==> src/hw/rtl/fms_pkg.sv <==
package fms_pkg;

    // Request kinds carried on the input tuser.
    localparam logic [1:0] REQ_TICK        = 2'd0;
    localparam logic [1:0] REQ_CALIBRATE   = 2'd1;
    localparam logic [1:0] REQ_MOVE        = 2'd2;
    localparam logic [1:0] REQ_MOVE_NOPICK = 2'd3;

    // Rack motor commands.
    localparam logic [1:0] RACK_NONE = 2'd0;
    localparam logic [1:0] RACK_CAL  = 2'd1;
    localparam logic [1:0] RACK_UP   = 2'd2;
    localparam logic [1:0] RACK_DOWN = 2'd3;

    // Slider commands.
    localparam logic [1:0] SLIDER_NONE = 2'd0;
    localparam logic [1:0] SLIDER_CAL  = 2'd1;
    localparam logic [1:0] SLIDER_MOVE = 2'd2;

    // Fingering commands.
    localparam logic [1:0] FINGER_NONE = 2'd0;
    localparam logic [1:0] FINGER_CAL  = 2'd1;
    localparam logic [1:0] FINGER_PUSH = 2'd2;

    // Sequencer phases.
    localparam logic [3:0] PH_IDLE            = 4'd0;
    localparam logic [3:0] PH_CAL_RACK        = 4'd1;
    localparam logic [3:0] PH_CAL_WAIT_RACK   = 4'd2;
    localparam logic [3:0] PH_CAL_SLIDER      = 4'd3;
    localparam logic [3:0] PH_CAL_WAIT_SLIDER = 4'd4;
    localparam logic [3:0] PH_CAL_FINGER      = 4'd5;
    localparam logic [3:0] PH_UP              = 4'd6;
    localparam logic [3:0] PH_WAIT_UP         = 4'd7;
    localparam logic [3:0] PH_SLIDE           = 4'd8;
    localparam logic [3:0] PH_WAIT_SLIDE      = 4'd9;
    localparam logic [3:0] PH_DOWN            = 4'd10;
    localparam logic [3:0] PH_WAIT_DOWN       = 4'd11;
    localparam logic [3:0] PH_PRESS           = 4'd12;

    // A pending distance of -1 is sent to the slider as 0.
    localparam logic [9:0] DIST_MINUS_ONE = 10'h3FF;

    localparam logic [31:0] WAIT_DELAY_RESET = 32'd100000;

    localparam int IN_DATA_W  = 48;
    localparam int OUT_DATA_W = 24;

    typedef struct packed {
        logic [1:0]        req_type;
        logic signed [9:0] distance_mm;
        logic [31:0]       now_us;
        logic              rack_done;
        logic              slider_done;
        logic              fingering_done;
    } t_item;

    typedef struct packed {
        logic [1:0]        rack_cmd;
        logic [1:0]        slider_cmd;
        logic signed [9:0] slider_target;
        logic [1:0]        fingering_cmd;
        logic [3:0]        phase;
        logic              all_complete;
    } t_result;

endpackage

==> src/hw/rtl/fms_seq.sv <==
module fms_seq
    import fms_pkg::*;
#(
    parameter int TIME_BITS = 32
) (
    input  logic        i_clk,
    input  logic        i_rst_n,
    input  logic        i_fire,
    input  t_item       i_item,
    input  logic [31:0] i_wait_delay,
    output t_result     o_result
);

    localparam int CMP_W = (TIME_BITS > 32) ? TIME_BITS : 32;

    logic [3:0]           r_phase, n_phase;
    logic [TIME_BITS-1:0] r_wait_start, n_wait_start;
    logic [9:0]           r_pending, n_pending;
    logic                 r_skip, n_skip;

    logic [CMP_W-1:0]     w_now_ext;
    logic [TIME_BITS-1:0] w_now;
    logic [TIME_BITS-1:0] w_diff;
    logic                 w_wait_over;

    // Elapsed time since the wait began, wrapping in the time width.
    assign w_now_ext   = CMP_W'(i_item.now_us);
    assign w_now       = w_now_ext[TIME_BITS-1:0];
    assign w_diff      = w_now - r_wait_start;
    assign w_wait_over = CMP_W'(w_diff) >= CMP_W'(i_wait_delay);

    // Next state and commands for the word in the input register.
    always_comb begin
        n_phase      = r_phase;
        n_wait_start = r_wait_start;
        n_pending    = r_pending;
        n_skip       = r_skip;
        o_result     = '0;

        if (i_item.req_type == REQ_CALIBRATE) begin
            n_phase           = PH_CAL_RACK;
            o_result.rack_cmd = RACK_CAL;
        end else if (i_item.req_type inside {REQ_MOVE, REQ_MOVE_NOPICK}) begin
            // The no-pluck flag sticks even when the move is refused.
            if (i_item.req_type == REQ_MOVE_NOPICK) begin
                n_skip = 1'b1;
            end
            if (r_phase == PH_IDLE) begin
                n_pending         = i_item.distance_mm;
                o_result.rack_cmd = RACK_UP;
                n_phase           = PH_UP;
            end
        end else begin
            case (r_phase)
                PH_CAL_RACK: begin
                    if (i_item.rack_done) begin
                        n_wait_start = w_now;
                        n_phase      = PH_CAL_WAIT_RACK;
                    end
                end
                PH_CAL_WAIT_RACK: begin
                    if (w_wait_over) begin
                        n_phase             = PH_CAL_SLIDER;
                        o_result.slider_cmd = SLIDER_CAL;
                    end
                end
                PH_CAL_SLIDER: begin
                    if (i_item.slider_done) begin
                        n_wait_start = w_now;
                        n_phase      = PH_CAL_WAIT_SLIDER;
                    end
                end
                PH_CAL_WAIT_SLIDER: begin
                    if (w_wait_over) begin
                        n_phase                = PH_CAL_FINGER;
                        o_result.fingering_cmd = FINGER_CAL;
                    end
                end
                PH_CAL_FINGER: begin
                    if (i_item.fingering_done) begin
                        n_phase = PH_IDLE;
                    end
                end
                PH_UP: begin
                    if (i_item.rack_done) begin
                        n_wait_start = w_now;
                        n_phase      = PH_WAIT_UP;
                    end
                end
                PH_WAIT_UP: begin
                    if (w_wait_over) begin
                        o_result.slider_cmd    = SLIDER_MOVE;
                        o_result.slider_target = (r_pending == DIST_MINUS_ONE) ?
                                                 10'sd0 : $signed(r_pending);
                        n_phase                = PH_SLIDE;
                    end
                end
                PH_SLIDE: begin
                    if (i_item.slider_done) begin
                        n_wait_start = w_now;
                        n_phase      = PH_WAIT_SLIDE;
                    end
                end
                PH_WAIT_SLIDE: begin
                    // A negative distance presses straight after the slide.
                    if (w_wait_over) begin
                        if (r_pending[9]) begin
                            o_result.fingering_cmd = FINGER_PUSH;
                            n_phase                = PH_PRESS;
                        end else begin
                            o_result.rack_cmd = RACK_DOWN;
                            n_phase           = PH_DOWN;
                        end
                    end
                end
                PH_DOWN: begin
                    if (i_item.rack_done) begin
                        n_wait_start = w_now;
                        n_phase      = PH_WAIT_DOWN;
                    end
                end
                PH_WAIT_DOWN: begin
                    if (w_wait_over) begin
                        if (r_skip) begin
                            n_skip  = 1'b0;
                            n_phase = PH_IDLE;
                        end else begin
                            o_result.fingering_cmd = FINGER_PUSH;
                            n_phase                = PH_PRESS;
                        end
                    end
                end
                PH_PRESS: begin
                    if (i_item.fingering_done) begin
                        n_phase = PH_IDLE;
                    end
                end
                default: begin
                    n_phase = r_phase;
                end
            endcase
        end

        o_result.phase        = n_phase;
        o_result.all_complete = (n_phase == PH_IDLE) && i_item.rack_done &&
                                i_item.slider_done && i_item.fingering_done;
    end

    // Sequencer state advances only when the word moves to the output.
    always_ff @(posedge i_clk) begin
        if (!i_rst_n) begin
            r_phase      <= PH_IDLE;
            r_wait_start <= '0;
            r_pending    <= '0;
            r_skip       <= 1'b0;
        end else if (i_fire) begin
            r_phase      <= n_phase;
            r_wait_start <= n_wait_start;
            r_pending    <= n_pending;
            r_skip       <= n_skip;
        end
    end

endmodule

==> src/hw/rtl/finger_motion_sequencer.sv <==
// Motion sequencer for the rack, slider and fingering actuators.
// Input stream: one word per event. s_axis_tuser is the request kind
// (tick, calibrate, move, move without pluck); s_axis_tdata carries the
// target distance, the microsecond time and the three motor done flags.
// Output stream: one word per input word, with the motor commands, the
// phase after the event and the all-complete status.
// The settle delay is written through i_cfg_wr_en / i_cfg_wr_data; the user
// must write it only while the stream is idle (the block does not enforce
// this). It resets to 100000 us. An accepted word passes through the input
// register and then the output register before it is valid on the output.
// The state machine and the one wrapping subtract-and-compare run on the
// input register. Throughput is one word per cycle while the receiver does
// not stall; the input register and the output register form a two-stage pipeline.
// When the receiver stalls, the output word holds and the input register
// still takes one more word; s_axis_tready falls only when both are full.
// Reset (synchronous, active low) returns the sequencer to idle, clears
// the pending distance and the no-pluck flag and empties both registers.
module finger_motion_sequencer
    import fms_pkg::*;
#(
    parameter int TIME_BITS = 32
) (
    input  logic                  i_clk,
    input  logic                  i_rst_n,
    input  logic                  s_axis_tvalid,
    output logic                  s_axis_tready,
    // [9:0] distance_mm, [41:10] now_us, [42] rack_done, [43] slider_done,
    // [44] fingering_done, [47:45] zero
    input  logic [IN_DATA_W-1:0]  s_axis_tdata,
    // [1:0] req_type
    input  logic [1:0]            s_axis_tuser,
    output logic                  m_axis_tvalid,
    input  logic                  m_axis_tready,
    // [1:0] rack_cmd, [3:2] slider_cmd, [13:4] slider_target,
    // [15:14] fingering_cmd, [19:16] phase, [20] all_complete, [23:21] zero
    output logic [OUT_DATA_W-1:0] m_axis_tdata,
    input  logic                  i_cfg_wr_en,
    input  logic [31:0]           i_cfg_wr_data
);

    logic        r_in_valid;
    t_item       r_in;
    logic        r_out_valid;
    t_result     r_out;
    logic [31:0] r_wait_delay;

    logic        w_advance;
    t_result     w_result;

    // The pipeline moves when the output slot is free or being taken.
    assign w_advance     = !r_out_valid || m_axis_tready;
    assign s_axis_tready = !r_in_valid || w_advance;

    // Settle delay register.
    always_ff @(posedge i_clk) begin
        if (!i_rst_n) begin
            r_wait_delay <= WAIT_DELAY_RESET;
        end else if (i_cfg_wr_en) begin
            r_wait_delay <= i_cfg_wr_data;
        end
    end

    // Input register.
    always_ff @(posedge i_clk) begin
        if (!i_rst_n) begin
            r_in_valid <= 1'b0;
        end else if (s_axis_tready) begin
            r_in_valid <= s_axis_tvalid;
        end
    end

    always_ff @(posedge i_clk) begin
        if (s_axis_tvalid && s_axis_tready) begin
            r_in.req_type       <= s_axis_tuser;
            r_in.distance_mm    <= $signed(s_axis_tdata[9:0]);
            r_in.now_us         <= s_axis_tdata[41:10];
            r_in.rack_done      <= s_axis_tdata[42];
            r_in.slider_done    <= s_axis_tdata[43];
            r_in.fingering_done <= s_axis_tdata[44];
        end
    end

    fms_seq #(
        .TIME_BITS (TIME_BITS)
    ) u_seq (
        .i_clk        (i_clk),
        .i_rst_n      (i_rst_n),
        .i_fire       (r_in_valid && w_advance),
        .i_item       (r_in),
        .i_wait_delay (r_wait_delay),
        .o_result     (w_result)
    );

    // Output register.
    always_ff @(posedge i_clk) begin
        if (!i_rst_n) begin
            r_out_valid <= 1'b0;
        end else if (w_advance) begin
            r_out_valid <= r_in_valid;
        end
    end

    always_ff @(posedge i_clk) begin
        if (r_in_valid && w_advance) begin
            r_out <= w_result;
        end
    end

    assign m_axis_tvalid = r_out_valid;
    assign m_axis_tdata  = {3'b000, r_out.all_complete, r_out.phase, r_out.fingering_cmd,
                            r_out.slider_target, r_out.slider_cmd, r_out.rack_cmd};

endmodule

==> config.mk <==
export PLATFORM = sky130hd
export DESIGN_NAME = finger_motion_sequencer
export DESIGN_NICKNAME = d
export VERILOG_FILES = /design/src/hw/rtl/fms_pkg.sv /design/src/hw/rtl/fms_seq.sv /design/src/hw/rtl/finger_motion_sequencer.sv
export SDC_FILE = /design/constraint.sdc
export NUM_CORES = 1
export LEC_CHECK = 0
export BUFFER_PORTS_ARGS = -buffer_cell sky130_fd_sc_hd__buf_2
export CORE_AREA = 5 5 174 92
export DETAILED_ROUTE_END_ITERATION = 8
export DIE_AREA = 0 0 179 97
export HOLD_SLACK_MARGIN = 0.1
export PLACE_DENSITY = 0.79
export REMOVE_ABC_BUFFERS = 1
export SLEW_MARGIN = 20
export SYNTH_ARGS = -nofsm -noshare
export SYNTH_HDL_FRONTEND = slang
export SYNTH_SLANG_ARGS = --single-unit
==> constraint.sdc <==
create_clock -name i_clk -period 5.5 [get_ports i_clk]
set_clock_uncertainty 0.05 [all_clocks]
set_input_delay 1.1 -clock i_clk [delete_from_list [all_inputs] [get_ports i_clk]]
set_output_delay 1.1 -clock i_clk [all_outputs]
set_load 0.1 [all_outputs]
# After elaboration in Yosys (flattened, before gate mapping)
# Cells that the tools add are included.
# totals
rom_bits	0
latch_bits	0
regBits	149
input_bits	87
ram_bits	0
mem_count	0
output_inout_bits	26
# op_classes
add_sub_neg	1
bitwise	4
multipliers	0
shift	0
n_reduce_logical	23
div	0
n_mux	38
eq_ne	19
order_cmp	1
# op_table
operator	n
32-bit two-way mux	2
32-bit case mux with 2 select lines	1
4-bit two-way mux	15
4-bit case mux with 11 select lines	1
32-bit greater-or-equal comparator	1
32-bit subtractor	1
4-bit == test (second input constant)	5
2-bit two-way mux	9
4-bit by 3-bit == test with 1-bit output (second input constant)	4
12-bit two-way mux	1
10-bit == test (second input constant)	1
10-bit two-way mux	1
4-bit by 2-bit == test with 1-bit output (second input constant)	2
4-bit logical NOT	2
2-bit nonzero test	4
2-bit by 1-bit inequality test with 1-bit output (second input constant)	3
2-bit case mux with 3 select lines	1
6-bit AND reduction	1
2-bit OR reduction	3
1-bit logical AND	5
1-bit two-way mux	5
5-bit AND reduction	1
5-bit OR reduction	1
2-bit == test (second input constant)	2
other kinds (9)	14

# Longest topological paths before layout
# Gate-level depths: netlist of the first run.
# depth
ltp_word	10
depth_mapped	24

# Hierarchy
# Synthesis of the first run repeated with hierarchy kept, for this count alone.
# hier_totals
hier_cells	835
area_unflattened_um2	8171.6
# modules_own_cells
mod	seq_area_each_um2	instances	cells_each	area_per_inst_um2
fms_seq	940.9	1	651	4789.6
finger_motion_sequencer	2722.6	1	184	3382.0

# Worst setup path after synthesis of the first run
# OpenSTA, ideal clock, no wires.
# synth_timing
kind	register to register
from	reg r_in[3] (netlist bit)
to	reg r_out (netlist bit m_axis_tdata[20]) (data pin)
slack_ps	882
t_arrival_ps	4384
t_required_ps	5266
path_buffers	0
synth_period_minus_slack_ps	4618
setup_ps	184
stages_incl_launch_ff	21
cell_sequence	edfxtp_1 inv_1 ha_1 inv_1 fa_1 a21oi_1 nor2_1 o2111ai_1 nand2_1 a31o_1 o221ai_1 o211ai_1 and3_1 a311o_1 ha_1 a21o_1 a221oi_4 o21ai_2 mux2_4 a221o_1 a2111oi_4
# synth_lines
item	line_no	text
start, declared	finger_motion_sequencer.sv:42	t_item r_in;
end signal, assigned	finger_motion_sequencer.sv:105	r_out <= w_result;
end, declared	finger_motion_sequencer.sv:44	t_result r_out;

==> impl_metrics.yaml, run 1 <==
final_layout:
  fin_cells: 1134
  fin_util: 0.664
  nNetsFinal: 1078
  area_growth_pct: 16.8
  diodes: 0
  design_area_mm2: 0.00945
  layout.cells.most_common: "nor2_1"
  mostFrequentLayoutCells: "nor2_1, buf_2, dfxtp_1, inv_1, mux2i_1"
  layout-drive-gt1-share: 0.176
setup_path:
  arrival_ns: 5.42
  path_class: "reg2reg"
  cp_max_fo: 5
  crit_chain: "inv_1 > ha_1 > inv_1 > fa_1 > a21oi_1 > nor2_1 > nor2_1 > nor2_1 > o21ai_0 > nand2b_1 > a21oi_1 > xnor2_1 > ha_1 > and4_1 > o31ai_1 > or4_1 > o211ai_1 > a31oi_1 > o21ai_4 > mux2_4 > a221o_1 > a2111oi_4"
  reg2reg_depth: 22
  critPathCaptureType: "flop"
  critPathLaunchType: "flop"
  path_buf_inv: 2
  cp_slowest_cell: "or4_1"
  slowest_delay_ns: 0.45
  worstPathRequired_ns: 5.68
  crit_path_frequent_cell: "nor2_1"
  cp.depth: 22
  cp_top_family: "compound AO/OA/AOI/OAI gates"
power_and_ir_drop:
  p_per_area_mw_per_mm2: 316
  power.total_mw: 2.99
  vdd_ir_drop_max_mv: 0.183
  leakage_nw: 3.84
synthesis:
  synthesis.area_mm2: 0.00809
  synthFlopType: "dfxtp_1"
  ys_warn_count: 0
  synthCells: 822
  avgSynthCellArea_um2: 9.84
  yosysSeqAreaShare: 0.453
  synth_edf_count: 68
  synth.ff_latch_count: 149
  async_flop_share: 0
  yosys.cell_types.count: 69
clock_network:
  clock_sinks: 149
  cts_htree_levels: 4
  path_clk_slew_ns: 0.06
  cts_setup_buffers: 0
  numCtsBuffers: 17
  cts_tree: "done"
  hold_buffers: 0
  cts_max_path_buffers: 2
  clkLatencyLatePin_ns: 0.42
  root_buffer: "clkbuf_16"
placement:
  post_dp_cell_area_mm2: 0.00878
  routabilityCongestion: 0.880
  dp_cells: 1102
  dp_hpwl_um: 12100
  portBuffers: 106
floorplanning:
  core_area_mm2: 0.0142
  dieArea_mm2: 0.0174
  die-width_um: 179
  core.rowCount: 31
  die_h_um: 97
  start_util: 0.568
  ios: 113
global_routing:
  grt_pass1_vias: 5939
  grt_max_degree: 62
  grtUsageTotal: 0.200
  overflow: 0
  antenna_found_initial: 0
  grt_pass1_wl_um: 28500
drt:
  drc: 0
  num_vias: 6141
  drt_first_pass_iters: 7
  avgRoutedWirePerCell_um: 15.4
  drtAntennaViolNets: 0
  drt_iter0_markers: 395
  routed_wl_um: 17400
  via_per_inst: 5.42
sta:
  finalSetupTns_ns: 0
  drv_slew: 0
  hold_viol: 0
  relSlewSlack: 0.289
  tightestPinTransition_ns: 1.07
  fmax_mhz: 191
  fin_crit_ns: 5.24
  fin_crit_sh: 0.953
  rsz0062_at_grt: "false"
  setup_violations: 0
hold_path:
  min_path_cells: 2
  hold_class: "reg2reg"
run:
  drv_cap: 0
status:
  status: "completed"
## where the power goes
group	internal, mW	switching (mW)	total, mW
clock	0.737	0.511	1.25
combinational	0.189	0.305	0.495
sequential	1.21	0.0317	1.24
total	2.14	0.848	2.99
## cell usage after synthesis, drive strengths merged, types with 6 or more instances
cell | count | area share
mux2i | 69 | 0.085
and2 | 17 | 0.013
o21ai | 27 | 0.017
and3 | 7 | 0.0054
clkbuf | 18 | 0.0084
xor2 | 6 | 0.0065
nand4 | 6 | 0.0054
nor2b | 6 | 0.0046
nand3 | 16 | 0.0099
ha | 67 | 0.10
o21a | 6 | 0.0056
inv | 79 | 0.037
a21o | 12 | 0.011
a21oi | 54 | 0.033
nand2 | 36 | 0.017
edfxtp | 68 | 0.25
buf | 12 | 0.0084
nor3 | 9 | 0.0056
nor2 | 121 | 0.056
xnor2 | 23 | 0.025
nand2b | 6 | 0.0056
dfxtp | 81 | 0.20
o211ai | 14 | 0.013
## metrics by stage
stage	worst slack, ns	hold slack (ns)
6_report	0.261	0.442
5_1_grt	0.00504	0.459
4_1_cts	0.0226	0.443
3_5_place_dp	0.176	0.422
3_3_place_gp	0.240	0.414
2_1_floorplan	-0.327	0.407
## cell families after synthesis
group,synth area share
and+or+nand+nor,0.139
AOI/OAI and AO/OA,0.129
DFF,0.453
buffers and inverters,0.0538
muxes,0.0872
adders and majority gates,0.106
xor gates and xnor gates,0.0314
other,0.000464
## routing by layer
metal / vias to the layer above / wire (µm) / GRT usage
met5: - / 0 / 0
li1: 3085 / - / -
met3: 37 / 775 / 0.0354
met1: 2855 / 7970 / 0.265
met2: 164 / 8240 / 0.327
met4: 0 / 426 / 0.0737
## tightest hold or removal path, cell delays in order (launching register included)
cell	delay [ns]
edfxtp_1	0.32
mux2i_1	0.06
nor2_1	0.07
## state kept, by name, summed over array words and instances, names as in the netlist
signal,count
r_in,47
u_seq.r_pending,10
u_seq.r_wait_start,32
u_seq.r_skip,1
r_in_valid,1
m_axis_tdata,21
r_wait_delay,32
m_axis_tvalid,1
u_seq.r_phase,4
## timing repair
item / 4_1_cts / 5_1_grt
endpoints found under the setup margin: 0 / 17
gates resized for setup: 0 / 6
endpoints found under the hold margin: 0 / 0
## layout make-up
type	count	area (µm²)
tap	198	248
timing repair buffer	110	561
sequential	149	3660
clock buffer	17	425
clock inverter	15	205
inverter	80	300
fill	1112	4780
multi-input combinational	565	4050
## path summary, 6_finish.rpt
check                              start            endpoint  slack, ns
worst min-delay path            r_in[43]  u_seq.r_pending[8]       0.44
worst max register to register   r_in[3]    m_axis_tdata[20]       0.26
worst max-delay path             r_in[3]    m_axis_tdata[20]       0.26
worst min register to register  r_in[43]  u_seq.r_pending[8]       0.44
Power figures use the tool's default switching activity.
==> inputs of run 2 (changes only) <==
--- a/config.mk
+++ b/config.mk
@@ -5,12 +5,13 @@
 export SDC_FILE = /design/constraint.sdc
 export NUM_CORES = 1
 export LEC_CHECK = 0
+export ABC_AREA = 1
 export BUFFER_PORTS_ARGS = -buffer_cell sky130_fd_sc_hd__buf_2
 export CORE_AREA = 5 5 174 92
 export DETAILED_ROUTE_END_ITERATION = 8
 export DIE_AREA = 0 0 179 97
 export HOLD_SLACK_MARGIN = 0.1
-export PLACE_DENSITY = 0.79
+export PLACE_DENSITY = 0.8
 export REMOVE_ABC_BUFFERS = 1
 export SLEW_MARGIN = 20
 export SYNTH_ARGS = -nofsm -noshare
==> run 2 against run 1 <==
  * Final area decreased by 0.79%
  * Sequential share of layout area increased by 0.31 points
  * Hold slack got worse by 0.025 ns
  * Critical path depth rose by 4
  * Total power is 0.54% lower
  * Core utilization is 0.53 points lower
  * Clock-buffer cell count unchanged
  * Combinational power up 16%
  * Via count up 5.5%
  * Maximum frequency increased by 21%
  * Highest routed layer unchanged
==> impl_metrics.yaml, run 2 <==
status:
  status: "completed"
drt:
  num_vias: 6478
  drtAntennaViolNets: 0
  drt_iter0_markers: 528
  via_per_inst: 5.16
  avgRoutedWirePerCell_um: 14.1
  drt_first_pass_iters: 8
  routed_wl_um: 17700
  drc: 0
run:
  drv_cap: 0
final_layout:
  layout.cells.most_common: "inv_1"
  largest_reg_flops: 47
  reg_top3: "r_in: 47 flops, r_wait_delay: 32 flops, u_seq.r_wait_start: 32 flops"
  nNetsFinal: 1200
  fin_cells: 1256
  fill_cells: 1182
  fin_util: 0.659
  area_growth_pct: 15.3
  regMostFlops: "r_in"
  ff_latch_area_mm2: 0.00366
  layout-drive-gt1-share: 0.184
  diodes: 0
  multiInputGateArea_mm2: 0.00376
  design_area_mm2: 0.00938
  mostFrequentLayoutCells: "inv_1, nand2_1, buf_2, a21oi_1, nor2_1"
setup_path:
  arrival_ns: 4.45
  path_buf_inv: 1
  critPathCaptureType: "flop"
  cp_slowest_cell: "edfxtp_1"
  cp_top_family: "compound AO/OA/AOI/OAI gates"
  cp_max_fo: 8
  cp.depth: 26
  slowest_delay_ns: 0.44
  worstPathRequired_ns: 5.63
  crit_start: "r_in[5]"
  r2r-end: "m_axis_tdata[20]"
  path_class: "reg2reg"
  ff2ff_setup_slack_ns: 1.19
  critPathLaunchType: "flop"
  crit_end: "m_axis_tdata[20]"
  r2r-start: "r_in[5]"
  crit_path_frequent_cell: "nand2_1"
  reg2reg_depth: 26
clock_network:
  cts_htree_levels: 4
  hold_buffers: 0
  root_buffer: "clkbuf_16"
  clkLatencyLatePin_ns: 0.42
  cts_max_path_buffers: 2
  cts_setup_buffers: 0
  cts_resized: 0
  path_clk_slew_ns: 0.07
  cts_tree: "done"
  numCtsBuffers: 17
  clock_sinks: 149
sta:
  fin_crit_ns: 4.31
  tightestPinTransition_ns: 1.04
  rsz0062_at_grt: "false"
  fin_crit_sh: 0.784
  drv_slew: 0
  hold_viol: 0
  setup_violations: 0
  relSlewSlack: 0.308
  fmax_mhz: 232
  finalSetupTns_ns: 0
  holdWs_ns: 0.417
floorplanning:
  dieArea_mm2: 0.0174
  die-width_um: 179
  core.rowCount: 31
  start_util: 0.571
  core_area_mm2: 0.0142
  ios: 113
  die_h_um: 97
synthesis:
  avgSynthCellArea_um2: 8.65
  synthFlopType: "dfxtp_1"
  yosysTopAreaCell: "edfxtp_1"
  synth_area_leaders: "edfxtp_1, dfxtp_1, ha_1"
  synth_common_cells: "inv_1, nand2_1, a21oi_1"
  ys_warn_count: 0
  async_flop_share: 0
  synth_top_area_frac: 0.251
  synthesis.area_mm2: 0.00813
  yosysSeqAreaShare: 0.451
  synth_edf_count: 68
  synth.ff_latch_count: 149
  synth.most_common_cell: "inv_1"
  synthCells: 940
  yosys.cell_types.count: 42
global_routing:
  grtUsageTotal: 0.206
  grt_max_degree: 65
  grt_pass1_wl_um: 29200
  grt_pass1_vias: 6318
  overflow: 0
  antenna_found_initial: 0
placement:
  post_dp_cell_area_mm2: 0.00879
  dp_hpwl_um: 12800
  portBuffers: 106
  routabilityCongestion: 0.870
  dp_cells: 1224
power_and_ir_drop:
  vdd_ir_drop_max_mv: 0.220
  p_per_area_mw_per_mm2: 317
  leakage_nw: 4.04
hold_path:
  hold_class: "reg2reg"
-- run 2: cell types whose count changed after synthesis, moves of 11 or more --
cell,delta
o211ai_1,-11
xnor2_1,-14
mux2i_1,-69
a211oi_2,+28
xor2_1,+14
inv_1,+61
nand2_1,+101
a21oi_1,+48
and2_1,-17
o21ai_0,+40
nor2_1,-25
-- run 2: logic make-up (layout without fill, tap and decap cells) --
| kind of cell | Yosys count | count (layout) | synth area share |
|---|---|---|---|
| AO/OA/AOI/OAI | 225 | 225 | 0.175 |
| adder cells (fa/ha/maj) | 68 | 68 | 0.106 |
| other | 1 | 3 | 0.000461 |
| buffers and inverters | 175 | 291 | 0.0877 |
| flip-flops | 149 | 149 | 0.451 |
| AND/OR/NAND/NOR | 293 | 293 | 0.149 |
| XOR/XNOR | 29 | 29 | 0.0312 |
-- run 2: routing by layer --
layer / vias up / part of all wire / GRT usage
li1: 3357 / - / -
met3: 16 / 0.054 / 0.0378
met4: 0 / 0.010 / 0.0483
met1: 2934 / 0.46 / 0.264
met2: 171 / 0.48 / 0.359
met5: - / 0 / 0
-- run 2: worst register-to-register path, delay by kind of cell (launching register included) --
family / cells / cell delay, ns
and+or+nand+nor: 15 / 1.16
AOI/OAI and AO/OA: 7 / 1.41
adders and majority gates: 2 / 0.69
buffers and inverters: 1 / 0.13
DFF: 1 / 0.44
xor gates and xnor gates: 1 / 0.19
-- run 2: cell type report --
class                   count  share of cell area
multi-input cells         618               0.401
flip-flops and latches    149               0.391
repair buffers            110              0.0598
inverters                 149              0.0597
clock buffers              17              0.0454
well taps                 198              0.0264
clock inverters            15              0.0168
-- run 2: per-stage QoR --
stage	total power [mW]	worst slack (ns)
6_report	2.97	1.19
5_1_grt	3.12	0.753
4_1_cts	2.99	1.26
3_5_place_dp	1.83	1.31
3_3_place_gp	1.81	1.39
2_1_floorplan	1.68	1.75
-- run 2: how the worst min path moves through the flow --
stage,slack (ns),to,startpoint,depth (start not counted)
after floorplan,0.38,r_wait_delay[17],r_wait_delay[17],2
final,0.42,r_wait_delay[27],r_wait_delay[27],2
after global placement,0.40,r_wait_delay[17],r_wait_delay[17],2
after detailed placement,0.41,u_seq.r_wait_start[3],u_seq.r_wait_start[3],2
after CTS,0.42,r_wait_delay[29],r_wait_delay[29],2
after global routing,0.44,u_seq.r_wait_start[5],u_seq.r_wait_start[5],2
-- run 2: report_power, final --
| part | switching, mW | internal [mW] | total, mW |
|---|---|---|---|
| clock network | 0.510 | 0.643 | 1.15 |
| registers | 0.0248 | 1.22 | 1.24 |
| logic | 0.378 | 0.194 | 0.572 |
